File: config.mk
export PLATFORM = sky130hd
export DESIGN_NAME = magnetometer_calibrate_heading
export DESIGN_NICKNAME = d
export VERILOG_FILES = /design/src/mch_pkg.sv /design/src/mch_front.sv /design/src/mch_queue.sv /design/src/mch_back.sv /design/src/magnetometer_calibrate_heading.sv
export VERILOG_INCLUDE_DIRS = /design/src /design/src/src
export SDC_FILE = /design/constraint.sdc
export NUM_CORES = 2
export LEC_CHECK = 0
export BUFFER_PORTS_ARGS = -buffer_cell sky130_fd_sc_hd__buf_2
export CAP_MARGIN = 30
export CELL_PAD_IN_SITES_DETAIL_PLACEMENT = 2
export CELL_PAD_IN_SITES_GLOBAL_PLACEMENT = 2
export CORE_ASPECT_RATIO = 0.75
export CORE_MARGIN = 2
export CORE_UTILIZATION = 47
export DETAILED_ROUTE_END_ITERATION = 12
export PLACE_DENSITY_LB_ADDON = 0.1
export SLEW_MARGIN = 10
export SYNTH_ARGS = -nofsm -noshare
export SYNTH_HDL_FRONTEND = slang
export SYNTH_SLANG_ARGS = --single-unit
File: constraint.sdc
create_clock -name i_clk -period 14.31 [get_ports i_clk]
set_input_delay 0.7155 -clock i_clk [delete_from_list [all_inputs] [get_ports i_clk]]
set_output_delay 0.7155 -clock i_clk [all_outputs]
set_load 0.02 [all_outputs]
File: src/magnetometer_calibrate_heading_assert.svh
// Assertion macros shared by the magnetometer calibration RTL.
// Each macro checks a property on the rising edge of i_clk, held off in reset.
`ifndef MAGNETOMETER_CALIBRATE_HEADING_ASSERT_SVH
`define MAGNETOMETER_CALIBRATE_HEADING_ASSERT_SVH

// The consequent must hold in the same cycle as the antecedent.
`define MCH_ASSERT_NOW(lbl, ante, cons) \
    lbl: assert property (@(posedge i_clk) disable iff (!i_rst_n) (ante) |-> (cons)) \
        else $error("assertion failed");

// The consequent must hold in the cycle after the antecedent.
`define MCH_ASSERT_NEXT(lbl, ante, cons) \
    lbl: assert property (@(posedge i_clk) disable iff (!i_rst_n) (ante) |=> (cons)) \
        else $error("assertion failed");

`endif

File: src/mch_pkg.sv
// ----------------------------------------------------------------------------
// mch_pkg
// Shared types, codes, constants and the CORDIC angle table.
// ----------------------------------------------------------------------------
`timescale 1ns / 1ps
`default_nettype none

package mch_pkg;

    localparam int CORDIC_STEPS_DEF        = 16;
    localparam int SCALE_FRACTION_BITS_DEF = 16;
    localparam int QUEUE_DEPTH_DEF         = 2;

    // Command codes on the input channel.
    localparam logic [1:0] CMD_MEASURE = 2'd0;
    localparam logic [1:0] CMD_CAL     = 2'd1;
    localparam logic [1:0] CMD_CLEAR   = 2'd2;

    localparam logic signed [15:0] MIN_RESET  = 16'sh7FFF;
    localparam logic signed [15:0] MAX_RESET  = 16'sh8000;
    localparam logic signed [15:0] DECL_RESET = 16'sd137;

    localparam int CAL_LIMIT     = 32767;
    localparam int HEADING_FULL  = 36000;
    localparam int ANGLE_QUARTER = 2304000;   // 9000 centidegrees in Q.8
    localparam int ATAN_W        = 21;

    typedef enum logic [1:0] {
        OP_MEASURE,
        OP_CAL,
        OP_CLEAR
    } t_op;

    typedef struct packed {
        t_op                op;
        logic signed [15:0] raw_x;
        logic signed [15:0] raw_y;
        logic signed [15:0] raw_z;
    } t_item;

    typedef enum logic [3:0] {
        S_IDLE,
        S_EXTREME,
        S_CAL_CHECK,
        S_DIV,
        S_OFF_MUL,
        S_OFF_ADD,
        S_MUL,
        S_ACC,
        S_CINIT,
        S_CITER,
        S_HEAD,
        S_WRITE
    } t_state;

    // atan(2^-i) in centidegrees, Q.8.
    function automatic logic [ATAN_W-1:0] atan_lut(input logic [4:0] idx);
        logic [ATAN_W-1:0] v;
        case (idx)
            5'd0:    v = 21'd1152000;
            5'd1:    v = 21'd680065;
            5'd2:    v = 21'd359328;
            5'd3:    v = 21'd182400;
            5'd4:    v = 21'd91554;
            5'd5:    v = 21'd45822;
            5'd6:    v = 21'd22916;
            5'd7:    v = 21'd11459;
            5'd8:    v = 21'd5730;
            5'd9:    v = 21'd2865;
            5'd10:   v = 21'd1432;
            5'd11:   v = 21'd716;
            5'd12:   v = 21'd358;
            5'd13:   v = 21'd179;
            5'd14:   v = 21'd90;
            5'd15:   v = 21'd45;
            5'd16:   v = 21'd22;
            5'd17:   v = 21'd11;
            5'd18:   v = 21'd6;
            5'd19:   v = 21'd3;
            5'd20:   v = 21'd1;
            5'd21:   v = 21'd1;
            default: v = 21'd0;
        endcase
        return v;
    endfunction

endpackage

`default_nettype wire

File: src/mch_front.sv
// ----------------------------------------------------------------------------
// mch_front
// Joins the sensor bytes into signed axes and classifies the command.
// ----------------------------------------------------------------------------
`timescale 1ns / 1ps
`default_nettype none

module mch_front
    import mch_pkg::*;
(
    input  wire logic       i_push,
    input  wire logic [1:0] i_command,
    input  wire logic [7:0] i_x_high,
    input  wire logic [7:0] i_x_low,
    input  wire logic [7:0] i_z_high,
    input  wire logic [7:0] i_z_low,
    input  wire logic [7:0] i_y_high,
    input  wire logic [7:0] i_y_low,
    input  wire logic       i_q_full,
    output logic            o_full,
    output logic            o_q_push,
    output t_item           o_q_item
);

    // Decode the command; the unused code behaves as a measurement.
    // Sensor order is X, Z, Y; bytes join high:low.
    always_comb begin
        unique case (i_command)
            CMD_CAL:   o_q_item.op = OP_CAL;
            CMD_CLEAR: o_q_item.op = OP_CLEAR;
            default:   o_q_item.op = OP_MEASURE;
        endcase
        o_q_item.raw_x = signed'({i_x_high, i_x_low});
        o_q_item.raw_y = signed'({i_y_high, i_y_low});
        o_q_item.raw_z = signed'({i_z_high, i_z_low});
    end

    assign o_full   = i_q_full;
    assign o_q_push = i_push && !i_q_full;

endmodule

`default_nettype wire

File: src/mch_queue.sv
// ----------------------------------------------------------------------------
// mch_queue
// Short queue of classified items between the front and the back.
// ----------------------------------------------------------------------------
`timescale 1ns / 1ps
`default_nettype none

module mch_queue
    import mch_pkg::*;
#(
    parameter int DEPTH = QUEUE_DEPTH_DEF
) (
    input  wire logic i_clk,
    input  wire logic i_rst_n,
    input  wire logic i_push,
    input  t_item     i_item,
    input  wire logic i_pop,
    output logic      o_full,
    output logic      o_empty,
    output t_item     o_item
);

    localparam int PW = (DEPTH > 1) ? $clog2(DEPTH) : 1;
    localparam int CW = $clog2(DEPTH + 1);

    t_item          r_mem [DEPTH];
    logic [PW-1:0]  r_wr_ptr;
    logic [PW-1:0]  r_rd_ptr;
    logic [CW-1:0]  r_count;

    assign o_full  = (r_count == CW'(DEPTH));
    assign o_empty = (r_count == '0);
    assign o_item  = r_mem[r_rd_ptr];

    // Storage for each transfer in.
    always_ff @(posedge i_clk) begin
        if (i_push) begin
            r_mem[r_wr_ptr] <= i_item;
        end
    end

    // Pointers and fill count.
    always_ff @(posedge i_clk) begin
        if (!i_rst_n) begin
            r_wr_ptr <= '0;
            r_rd_ptr <= '0;
            r_count  <= '0;
        end else begin
            if (i_push) begin
                r_wr_ptr <= (r_wr_ptr == PW'(DEPTH - 1)) ? '0 : r_wr_ptr + 1'b1;
            end
            if (i_pop) begin
                r_rd_ptr <= (r_rd_ptr == PW'(DEPTH - 1)) ? '0 : r_rd_ptr + 1'b1;
            end
            if (i_push && !i_pop) begin
                r_count <= r_count + 1'b1;
            end else if (!i_push && i_pop) begin
                r_count <= r_count - 1'b1;
            end
        end
    end

`include "magnetometer_calibrate_heading_assert.svh"
    `MCH_ASSERT_NOW(a_count_bound, 1'b1, r_count <= CW'(DEPTH))
    `MCH_ASSERT_NOW(a_no_pop_empty, i_pop, r_count != '0)
    `MCH_ASSERT_NOW(a_no_push_full, i_push, !o_full || i_pop)

endmodule

`default_nettype wire

File: src/mch_back.sv
// ----------------------------------------------------------------------------
// mch_back
// Sequencer: calibration update with a serial divider, calibrated axes on a
// shared multiplier, CORDIC heading and the output register.
// ----------------------------------------------------------------------------
`timescale 1ns / 1ps
`default_nettype none

module mch_back
    import mch_pkg::*;
#(
    parameter int CORDIC_STEPS        = CORDIC_STEPS_DEF,
    parameter int SCALE_FRACTION_BITS = SCALE_FRACTION_BITS_DEF
) (
    input  wire logic               i_clk,
    input  wire logic               i_rst_n,
    input  wire logic               i_cfg_we,
    input  wire logic        [15:0] i_cfg_wdata,
    input  wire logic               i_q_empty,
    input  t_item                   i_q_item,
    output logic                    o_q_pop,
    input  wire logic               i_pop,
    output logic                    o_empty,
    output logic signed      [15:0] o_cal_x,
    output logic signed      [15:0] o_cal_y,
    output logic signed      [15:0] o_cal_z,
    output logic             [15:0] o_heading,
    output logic                    o_status
);

    localparam int F   = SCALE_FRACTION_BITS;
    localparam int QW  = 11 + F;              // scale width
    localparam int DW  = QW + 1;              // dividend width
    localparam int DCW = $clog2(DW + 1);
    localparam int PW  = 17 + QW;             // product width
    localparam int FW  = PW + 2;              // offset and accumulate width
    localparam int OW  = 26;                  // offset width
    localparam int CRW = 27;                  // CORDIC vector width
    localparam int ZW  = 25;                  // CORDIC angle width
    localparam int HW  = 27;                  // heading sum width
    localparam int IW  = (CORDIC_STEPS > 1) ? $clog2(CORDIC_STEPS) : 1;

    localparam logic [FW-1:0] OFF_HALF =
        (F > 8) ? (FW'(1) << ((F > 8) ? F - 9 : 0)) : '0;
    localparam logic [FW-1:0] ACC_HALF  = FW'(1) << (F - 1);
    localparam logic [FW-1:0] THOUSAND  = FW'(1000) << F;
    localparam logic [DW-1:0] NUMERATOR = DW'(2000) << F;

    t_state r_state, n_state;

    // Item under work.
    t_op                r_op;
    logic signed [15:0] r_raw [3];
    logic        [1:0]  r_axis;
    logic               r_status;

    // Calibration state per axis.
    logic signed [15:0]   r_min   [3];
    logic signed [15:0]   r_max   [3];
    logic        [QW-1:0] r_scale [3];
    logic signed [OW-1:0] r_off   [3];
    logic signed [15:0]   r_decl;

    // Divider, multiplier and results.
    logic        [DW-1:0]  r_dvd;
    logic        [16:0]    r_rem;
    logic        [15:0]    r_span;
    logic        [DCW-1:0] r_dcnt;
    logic signed [PW-1:0]  r_prod;
    logic signed [15:0]    r_cal [3];

    // CORDIC.
    logic signed [CRW-1:0] r_re, r_im;
    logic signed [ZW-1:0]  r_z;
    logic        [IW-1:0]  r_iter;
    logic        [15:0]    r_head;

    // Output register.
    logic               r_out_valid;
    logic signed [15:0] r_out_x, r_out_y, r_out_z;
    logic        [15:0] r_out_head;
    logic               r_out_status;

    logic last_axis;
    logic out_free;
    assign last_axis = (r_axis == 2'd2);
    assign out_free  = !r_out_valid || i_pop;

    // Next state and queue pop.
    always_comb begin
        n_state = r_state;
        o_q_pop = 1'b0;
        unique case (r_state)
            S_IDLE: begin
                if (!i_q_empty) begin
                    o_q_pop = 1'b1;
                    n_state = S_EXTREME;
                end
            end
            S_EXTREME:   n_state = (r_op == OP_CAL) ? S_CAL_CHECK : S_MUL;
            S_CAL_CHECK: begin
                if (r_max[r_axis] > r_min[r_axis]) begin
                    n_state = S_DIV;
                end else if (last_axis) begin
                    n_state = S_MUL;
                end
            end
            S_DIV:       n_state = (r_dcnt == DCW'(1)) ? S_OFF_MUL : S_DIV;
            S_OFF_MUL:   n_state = S_OFF_ADD;
            S_OFF_ADD:   n_state = last_axis ? S_MUL : S_CAL_CHECK;
            S_MUL:       n_state = S_ACC;
            S_ACC:       n_state = last_axis ? S_CINIT : S_MUL;
            S_CINIT: begin
                n_state = (r_cal[0] == '0 && r_cal[1] == '0) ? S_HEAD : S_CITER;
            end
            S_CITER:     n_state = (r_iter == IW'(CORDIC_STEPS - 1)) ? S_HEAD : S_CITER;
            S_HEAD:      n_state = S_WRITE;
            S_WRITE:     n_state = out_free ? S_IDLE : S_WRITE;
            default:     n_state = S_IDLE;
        endcase
    end

    always_ff @(posedge i_clk) begin
        if (!i_rst_n) begin
            r_state <= S_IDLE;
        end else begin
            r_state <= n_state;
        end
    end

    // Span of the current axis as an unsigned count.
    logic [15:0] span_now;
    assign span_now = 16'(r_max[r_axis] - r_min[r_axis]);

    // Divider step: one quotient bit per cycle.
    logic [16:0] div_trial;
    logic        div_bit;
    assign div_trial = {r_rem[15:0], r_dvd[DW-1]};
    assign div_bit   = (div_trial >= {1'b0, r_span});

    // Shared multiplier: signed axis value times unsigned scale.
    logic signed [15:0]   mul_a;
    logic        [QW-1:0] mul_b;
    logic signed [PW-1:0] mul_p;
    assign mul_a = (r_state == S_OFF_MUL) ? r_max[r_axis] : r_raw[r_axis];
    assign mul_b = (r_state == S_OFF_MUL) ? r_dvd[QW-1:0] : r_scale[r_axis];
    assign mul_p = PW'(mul_a) * PW'(signed'({1'b0, mul_b}));

    // Offset: 1000 - max*scale, rounded to Q.8 and saturated.
    logic signed [FW-1:0] off_full, off_shift;
    logic signed [OW-1:0] off_sat;
    assign off_full  = signed'(THOUSAND) - FW'(r_prod) + signed'(OFF_HALF);
    assign off_shift = off_full >>> (F - 8);
    always_comb begin
        if (off_shift > FW'(33554431)) begin
            off_sat = OW'(33554431);
        end else if (off_shift < -FW'(33554432)) begin
            off_sat = OW'(-33554432);
        end else begin
            off_sat = off_shift[OW-1:0];
        end
    end

    // Calibrated value: scale*raw + offset, rounded and saturated.
    logic signed [FW-1:0] acc_sum, acc_shift;
    logic signed [15:0]   acc_sat;
    assign acc_sum   = FW'(r_prod) + (FW'(r_off[r_axis]) <<< (F - 8)) + signed'(ACC_HALF);
    assign acc_shift = acc_sum >>> F;
    always_comb begin
        if (acc_shift > FW'(CAL_LIMIT)) begin
            acc_sat = 16'(CAL_LIMIT);
        end else if (acc_shift < -FW'(CAL_LIMIT)) begin
            acc_sat = -16'(CAL_LIMIT);
        end else begin
            acc_sat = acc_shift[15:0];
        end
    end

    // CORDIC iteration terms.
    logic signed [CRW-1:0] cor_dr, cor_di;
    logic signed [ZW-1:0]  cor_at;
    assign cor_dr = r_im >>> r_iter;
    assign cor_di = r_re >>> r_iter;
    assign cor_at = ZW'(atan_lut(5'(r_iter)));

    // Heading: add declination, round, wrap once, clamp.
    logic signed [HW-1:0] head_sum;
    logic signed [HW-9:0] head_r, head_w1, head_w2;
    assign head_sum = HW'(r_z) + (HW'(r_decl) <<< 8) + HW'(128);
    assign head_r   = head_sum[HW-1:8];
    assign head_w1  = (head_r < 0) ? head_r + (HW-8)'(HEADING_FULL) : head_r;
    assign head_w2  = (head_w1 > (HW-8)'(HEADING_FULL)) ? head_w1 - (HW-8)'(HEADING_FULL)
                                                          : head_w1;

    // Calibration state and declination register.
    always_ff @(posedge i_clk) begin
        if (!i_rst_n) begin
            for (int k = 0; k < 3; k++) begin
                r_min[k]   <= MIN_RESET;
                r_max[k]   <= MAX_RESET;
                r_scale[k] <= QW'(1) << F;
                r_off[k]   <= '0;
            end
            r_decl <= DECL_RESET;
        end else begin
            if (i_cfg_we) begin
                r_decl <= signed'(i_cfg_wdata);
            end
            if (r_state == S_EXTREME) begin
                for (int k = 0; k < 3; k++) begin
                    if (r_op == OP_CLEAR) begin
                        r_min[k] <= MIN_RESET;
                        r_max[k] <= MAX_RESET;
                    end else if (r_op == OP_CAL) begin
                        if (r_raw[k] < r_min[k]) r_min[k] <= r_raw[k];
                        if (r_raw[k] > r_max[k]) r_max[k] <= r_raw[k];
                    end
                end
            end
            if (r_state == S_OFF_MUL) begin
                r_scale[r_axis] <= r_dvd[QW-1:0];
            end
            if (r_state == S_OFF_ADD) begin
                r_off[r_axis] <= off_sat;
            end
        end
    end

    // Datapath registers of the item under work.
    always_ff @(posedge i_clk) begin
        case (r_state)
            S_IDLE: begin
                r_op     <= i_q_item.op;
                r_raw[0] <= i_q_item.raw_x;
                r_raw[1] <= i_q_item.raw_y;
                r_raw[2] <= i_q_item.raw_z;
                r_axis   <= 2'd0;
                r_status <= 1'b0;
            end
            S_EXTREME: r_axis <= 2'd0;
            S_CAL_CHECK: begin
                r_span <= span_now;
                r_rem  <= '0;
                r_dcnt <= DCW'(DW);
                r_dvd  <= NUMERATOR + DW'(span_now >> 1);
                if (!(r_max[r_axis] > r_min[r_axis])) begin
                    r_status <= 1'b1;
                    r_axis   <= last_axis ? 2'd0 : r_axis + 2'd1;
                end
            end
            S_DIV: begin
                r_rem  <= div_bit ? div_trial - {1'b0, r_span} : div_trial;
                r_dvd  <= {r_dvd[DW-2:0], div_bit};
                r_dcnt <= r_dcnt - 1'b1;
            end
            S_OFF_MUL: r_prod <= mul_p;
            S_OFF_ADD: r_axis <= last_axis ? 2'd0 : r_axis + 2'd1;
            S_MUL:     r_prod <= mul_p;
            S_ACC: begin
                r_cal[r_axis] <= acc_sat;
                r_axis        <= last_axis ? 2'd0 : r_axis + 2'd1;
            end
            S_CINIT: begin
                r_iter <= '0;
                if (r_cal[0] == '0 && r_cal[1] == '0) begin
                    r_z  <= '0;
                    r_re <= '0;
                    r_im <= '0;
                end else if (r_cal[1] >= 0) begin
                    r_re <= CRW'(r_cal[1]) <<< 8;
                    r_im <= CRW'(r_cal[0]) <<< 8;
                    r_z  <= '0;
                end else if (r_cal[0] >= 0) begin
                    r_re <= CRW'(r_cal[0]) <<< 8;
                    r_im <= -(CRW'(r_cal[1]) <<< 8);
                    r_z  <= ZW'(ANGLE_QUARTER);
                end else begin
                    r_re <= -(CRW'(r_cal[0]) <<< 8);
                    r_im <= CRW'(r_cal[1]) <<< 8;
                    r_z  <= -ZW'(ANGLE_QUARTER);
                end
            end
            S_CITER: begin
                r_iter <= r_iter + 1'b1;
                if (r_im >= 0) begin
                    r_re <= r_re + cor_dr;
                    r_im <= r_im - cor_di;
                    r_z  <= r_z + cor_at;
                end else begin
                    r_re <= r_re - cor_dr;
                    r_im <= r_im + cor_di;
                    r_z  <= r_z - cor_at;
                end
            end
            S_HEAD: begin
                if (head_w2 < 0) begin
                    r_head <= '0;
                end else if (head_w2 > (HW-8)'(HEADING_FULL)) begin
                    r_head <= 16'(HEADING_FULL);
                end else begin
                    r_head <= head_w2[15:0];
                end
            end
            default: ;
        endcase
    end

    // Output register: filled when free, emptied by a result transfer.
    always_ff @(posedge i_clk) begin
        if (!i_rst_n) begin
            r_out_valid <= 1'b0;
        end else if (r_state == S_WRITE && out_free) begin
            r_out_valid <= 1'b1;
        end else if (i_pop) begin
            r_out_valid <= 1'b0;
        end
    end

    always_ff @(posedge i_clk) begin
        if (r_state == S_WRITE && out_free) begin
            r_out_x      <= r_cal[0];
            r_out_y      <= r_cal[1];
            r_out_z      <= r_cal[2];
            r_out_head   <= r_head;
            r_out_status <= r_status;
        end
    end

    assign o_empty   = !r_out_valid;
    assign o_cal_x   = r_out_x;
    assign o_cal_y   = r_out_y;
    assign o_cal_z   = r_out_z;
    assign o_heading = r_out_head;
    assign o_status  = r_out_status;

`include "magnetometer_calibrate_heading_assert.svh"
    `MCH_ASSERT_NEXT(a_write_fills, r_state == S_WRITE && out_free, r_out_valid)
    `MCH_ASSERT_NOW(a_heading_range, r_out_valid, r_out_head <= 16'(HEADING_FULL))
    `MCH_ASSERT_NOW(a_cal_sat, r_out_valid, r_out_x != 16'sh8000 && r_out_y != 16'sh8000)
    `MCH_ASSERT_NOW(a_axis_range, 1'b1, r_axis != 2'd3)

endmodule

`default_nettype wire

File: src/magnetometer_calibrate_heading.sv
// ----------------------------------------------------------------------------
// magnetometer_calibrate_heading
// Min/max magnetometer calibration with a CORDIC compass heading.
// ----------------------------------------------------------------------------
// Channel   Handshake          Payload
// input     push / full        command, x/z/y high and low bytes
// result    empty / pop        cal_x, cal_y, cal_z, heading, status
// config    i_cfg_we           i_cfg_wdata (declination)
//
// A measure or clear item runs extreme update, multiply and accumulate per
// axis, CORDIC setup, CORDIC iterations (skipped when cal_x and cal_y are
// both zero), heading and write; a calibration item adds, per axis with max
// above min, a serial divider (one quotient bit per cycle) and offset update.
// The back sequencer handles one item at a time; a two-entry queue takes new
// items meanwhile, and a full output register stalls only the final write.
// Synchronous active-low reset restores the calibration and declination.
// ----------------------------------------------------------------------------
`timescale 1ns / 1ps
`default_nettype none

module magnetometer_calibrate_heading
    import mch_pkg::*;
#(
    parameter int CORDIC_STEPS        = CORDIC_STEPS_DEF,
    parameter int SCALE_FRACTION_BITS = SCALE_FRACTION_BITS_DEF
) (
    input  wire logic               i_clk,
    input  wire logic               i_rst_n,
    input  wire logic               i_cfg_we,
    input  wire logic        [15:0] i_cfg_wdata,
    input  wire logic               push,
    output logic                    full,
    input  wire logic        [1:0]  i_command,
    input  wire logic        [7:0]  i_x_high,
    input  wire logic        [7:0]  i_x_low,
    input  wire logic        [7:0]  i_z_high,
    input  wire logic        [7:0]  i_z_low,
    input  wire logic        [7:0]  i_y_high,
    input  wire logic        [7:0]  i_y_low,
    output logic                    empty,
    input  wire logic               pop,
    output logic signed      [15:0] o_cal_x,
    output logic signed      [15:0] o_cal_y,
    output logic signed      [15:0] o_cal_z,
    output logic             [15:0] o_heading,
    output logic                    o_status
);

    t_item q_in_item, q_out_item;
    logic  q_push, q_pop, q_full, q_empty;

    // Front: byte join and command decode.
    mch_front u_front (
        .i_push    (push),
        .i_command (i_command),
        .i_x_high  (i_x_high),
        .i_x_low   (i_x_low),
        .i_z_high  (i_z_high),
        .i_z_low   (i_z_low),
        .i_y_high  (i_y_high),
        .i_y_low   (i_y_low),
        .i_q_full  (q_full),
        .o_full    (full),
        .o_q_push  (q_push),
        .o_q_item  (q_in_item)
    );

    // Queue between front and back.
    mch_queue #(
        .DEPTH (QUEUE_DEPTH_DEF)
    ) u_queue (
        .i_clk   (i_clk),
        .i_rst_n (i_rst_n),
        .i_push  (q_push),
        .i_item  (q_in_item),
        .i_pop   (q_pop),
        .o_full  (q_full),
        .o_empty (q_empty),
        .o_item  (q_out_item)
    );

    // Back: calibration, calibrated axes, heading, result register.
    mch_back #(
        .CORDIC_STEPS        (CORDIC_STEPS),
        .SCALE_FRACTION_BITS (SCALE_FRACTION_BITS)
    ) u_back (
        .i_clk       (i_clk),
        .i_rst_n     (i_rst_n),
        .i_cfg_we    (i_cfg_we),
        .i_cfg_wdata (i_cfg_wdata),
        .i_q_empty   (q_empty),
        .i_q_item    (q_out_item),
        .o_q_pop     (q_pop),
        .i_pop       (pop),
        .o_empty     (empty),
        .o_cal_x     (o_cal_x),
        .o_cal_y     (o_cal_y),
        .o_cal_z     (o_cal_z),
        .o_heading   (o_heading),
        .o_status    (o_status)
    );

endmodule

`default_nettype wire
==> run metrics <==
Fin Hold WS about 150 ps; initial antenna violation count 10; critical path class flop to flop; CTS tree yes; first-pass GRT wire length roughly 370,000 um; post-route setup slack ~3500 ps; unique cell type count in the Yosys netlist 99; RSZ-0062 raised after global routing no; Vias/cell 6.213; CP Launch Type flop; Top Ports between 100 and 150; vias in the first global route between 50,000 and 60,000; max_cap viols 0; Critical Path AT ~11,000 ps; setup slack, reg-to-reg approximately 3500 ps; Setup violations, final 0; Min-Delay Path Depth 1; H-tree levels 3; hold_buf cts 0; DPL Wire Length 176,200 um; worst clock skew approximately 54 ps; clk sinks roughly 830; RR Endpoint u_back.r_prod[43]; All-Layer GR Usage between 30 and 40%; syn nets 6,899; Syn Area/Cell roughly 10 sq um; hold crit path type input pin to flop; fin util 51.91%; via count 49,608; Detailed Route Iter0 Violations between 4,000 and 5,000; Seq/Total Area, Yosys 38.87%; drt pass-1 iters 5; Slew Limit Fails 0; num rows 116; RR Startpoint u_back.r_state[3]; TNS Setup 0 ps; grt ovf 0; Setup Buffers After CTS 0; number of synthesized register bits between 800 and 900; max incr delay on CP ~930 ps; Post-Syn Instances 6,023; most frequent cell on the critical path fa_1; DRC viols 0; Worst R2R Path Depth 28; worst slack, placed 3806 ps; largest net degree at the start of global routing 77; die outline width roughly 430 um; CTS clock-pin slew for the worst setup and hold paths ~70 ps; clk root buf clkbuf_16; post-DR wirelength/cell slightly above 30 um; Post-synth EDFFs 782; worst slew pin tran 1069 ps; final hold violations 0; initial core utilization 47.29%; post-layout min period 10,800 ps; area delta synth->final 9.769%; worst skew pair latency around 770 ps; Bufs on Longest Clock Path 3; ys flop type edfxtp_1; YS warnings 0; max frequency approximately 93 MHz; Hold Path Origin i_y_high[2]; final wirelength between 200,000 and 250,000 um; synthesized area about 63,000 sq um; core area approximately 130,000 sq um; worst rel slew slack approximately 28%; Max stage delay cell, worst path mux2i_1; fraction of layout instances using a drive strength above 1 between 10% and 20%; nets@finish between 7,000 and 8,000; fin crit share about three quarters; total CTS buffers a little over 90; DIE AREA ~140,000 sq um; Post-synth ARST share 0%; RePlAce Congestion just over 0.9; outcome complete, no violations; CP endpoint kind flop; post_cts resized 0; port bufs about 140; crit-path max FO between 60 and 70; Worst Hold End u_queue.r_mem[0][26]; post-route ant nets 0; die height roughly 320 um; required time of the worst setup path 14,780 ps
## cells in the final DEF (no fill, tap or decap), drive strengths merged, types with 10 or more instances in the layout
cell type  instances
or4               14
a211oi            28
buf              235
or3               30
edfxtp           782
nand2b            92
nor3              78
xnor2            190
nor2b             76
mux2i            145
a31oi             29
o21a              45
o41ai             10
mux4              93
nand2            624
clkinv            42
mux2             100
xor2              91
a21boi            28
a21o              90
and2             176
o22ai             25
o21ai            252
nor4              19
o21bai            31
nand3             55
dfxtp             49
ha               451
and3              47
fa               354
inv              735
o31ai             25
nor2             535
nand4             39
or2               46
clkbuf           111
a21oi            268
o211ai            35
bufinv            10
## cells by family (layout without fill, tap and decap cells)
logic type / count (synthesis) / in the layout / share of synthesized area (%)
AND/OR/NAND/NOR: 1858 / 1858 / 13.85
AO/OA/AOI/OAI: 962 / 962 / 10.00
buffers and inverters: 948 / 1137 / 5.714
flip-flops: 831 / 831 / 38.87
adder cells (fa/ha/maj): 805 / 805 / 20.23
multiplexers: 338 / 338 / 7.423
XOR/XNOR: 281 / 281 / 3.910
other: 0 / 3 / 0
## stage by stage
stage | instances | area, sq um
global placement | 7800 | 65800
detailed placement | 7803 | 65830
global route | 7982 | 69080
finish | 7985 | 69090
floorplan | 6023 | 62940
CTS | 7974 | 68980
## critical path, delay by kind of cell (launching register included)
family                   cells  cell delay, ps
AND/OR/NAND/NOR              5            1330
adder cells (fa/ha/maj)      7            3520
XOR/XNOR                     1             140
AO/OA/AOI/OAI               10            2750
multiplexers                 1             930
flip-flops                   1             630
buffers and inverters        4            1170
## final cells by class
type / count / area (sq um)
Fill cell: 13395 / 64010
Multi-Input combinational cell: 4244 / 35030
Sequential cell: 831 / 24470
Inverter: 731 / 2746
Clock buffer: 111 / 2477
Tap cell: 1770 / 2215
Timing Repair Buffer: 235 / 1454
Clock inverter: 60 / 681.9
Antenna cell: 3 / 7.507
## metal layers
metal / track usage [%] / share of wire, % / vias up
met5: 0 / 0.0097 / -
met4: 14.64 / 4.2 / 4
met3: 5.872 / 7.0 / 576
met2: 59.49 / 47 / 2193
met1: 47.16 / 41 / 25865
li1: - / - / 20970
## state kept, by name (all words and copies together) (netlist names), 21 cells and up, named ones only
register and cells:
u_back.r_scale 108, u_back.r_off 104, u_queue.r_mem 100, u_back.r_cal 48
u_back.r_max 48, u_back.r_min 48, u_back.r_raw 48, u_back.r_prod 44
u_back.r_dvd 28, u_back.r_im 27, u_back.r_re 27, u_back.r_z 25
u_back.cor_at 21
## synthesized netlist by cell type, types with 13 or more instances
library cell | count | share of area, %
mux4_2 | 93 | 3.3
or2_2 | 46 | 0.46
or3_1 | 30 | 0.30
inv_1 | 729 | 4.3
dfxtp_1 | 49 | 1.6
a21boi_0 | 23 | 0.27
o22ai_1 | 25 | 0.25
a21oi_4 | 16 | 0.41
o31ai_1 | 25 | 0.30
o21ai_0 | 238 | 1.9
xor2_1 | 91 | 1.3
nand4_1 | 39 | 0.39
nor4_1 | 19 | 0.19
nand2b_1 | 92 | 0.91
o211ai_1 | 35 | 0.42
mux2_2 | 100 | 1.8
nand3_1 | 55 | 0.44
a21o_1 | 89 | 1.1
ha_1 | 451 | 9.0
and2_1 | 175 | 1.7
and3_1 | 47 | 0.47
nand2_1 | 624 | 3.7
o21bai_1 | 31 | 0.37
clkbuf_1 | 160 | 0.95
nor2b_1 | 76 | 0.76
nor3_1 | 77 | 0.61
buf_1 | 43 | 0.26
or4_1 | 13 | 0.16
a211oi_1 | 28 | 0.33
xnor2_1 | 190 | 2.6
a21oi_1 | 252 | 2.0
edfxtp_1 | 782 | 37
fa_1 | 354 | 11
a31oi_1 | 27 | 0.27
o21a_1 | 45 | 0.54
o21ai_1 | 14 | 0.11
mux2i_1 | 145 | 2.3
nor2_1 | 530 | 3.2
## how the worst max path moves through the flow
stage	startpoint	to	slack [ps]	cells after the start
after CTS	u_back.r_state[3]	u_back.r_prod[43]	3700	28
final	u_back.r_state[3]	u_back.r_prod[43]	3510	28
after detailed placement	u_back.r_state[3]	u_back.r_prod[43]	3810	28
after global routing	u_back.r_state[3]	u_back.r_prod[43]	2990	33
after floorplan	flop	u_back.r_prod[43]	5130	34
after global placement	u_back.r_state[3]	u_back.r_prod[43]	4290	28
Power is left out: the tool's default activity adds up to more than one toggle a clock period on the data nets, which glitch-free logic cannot reach.
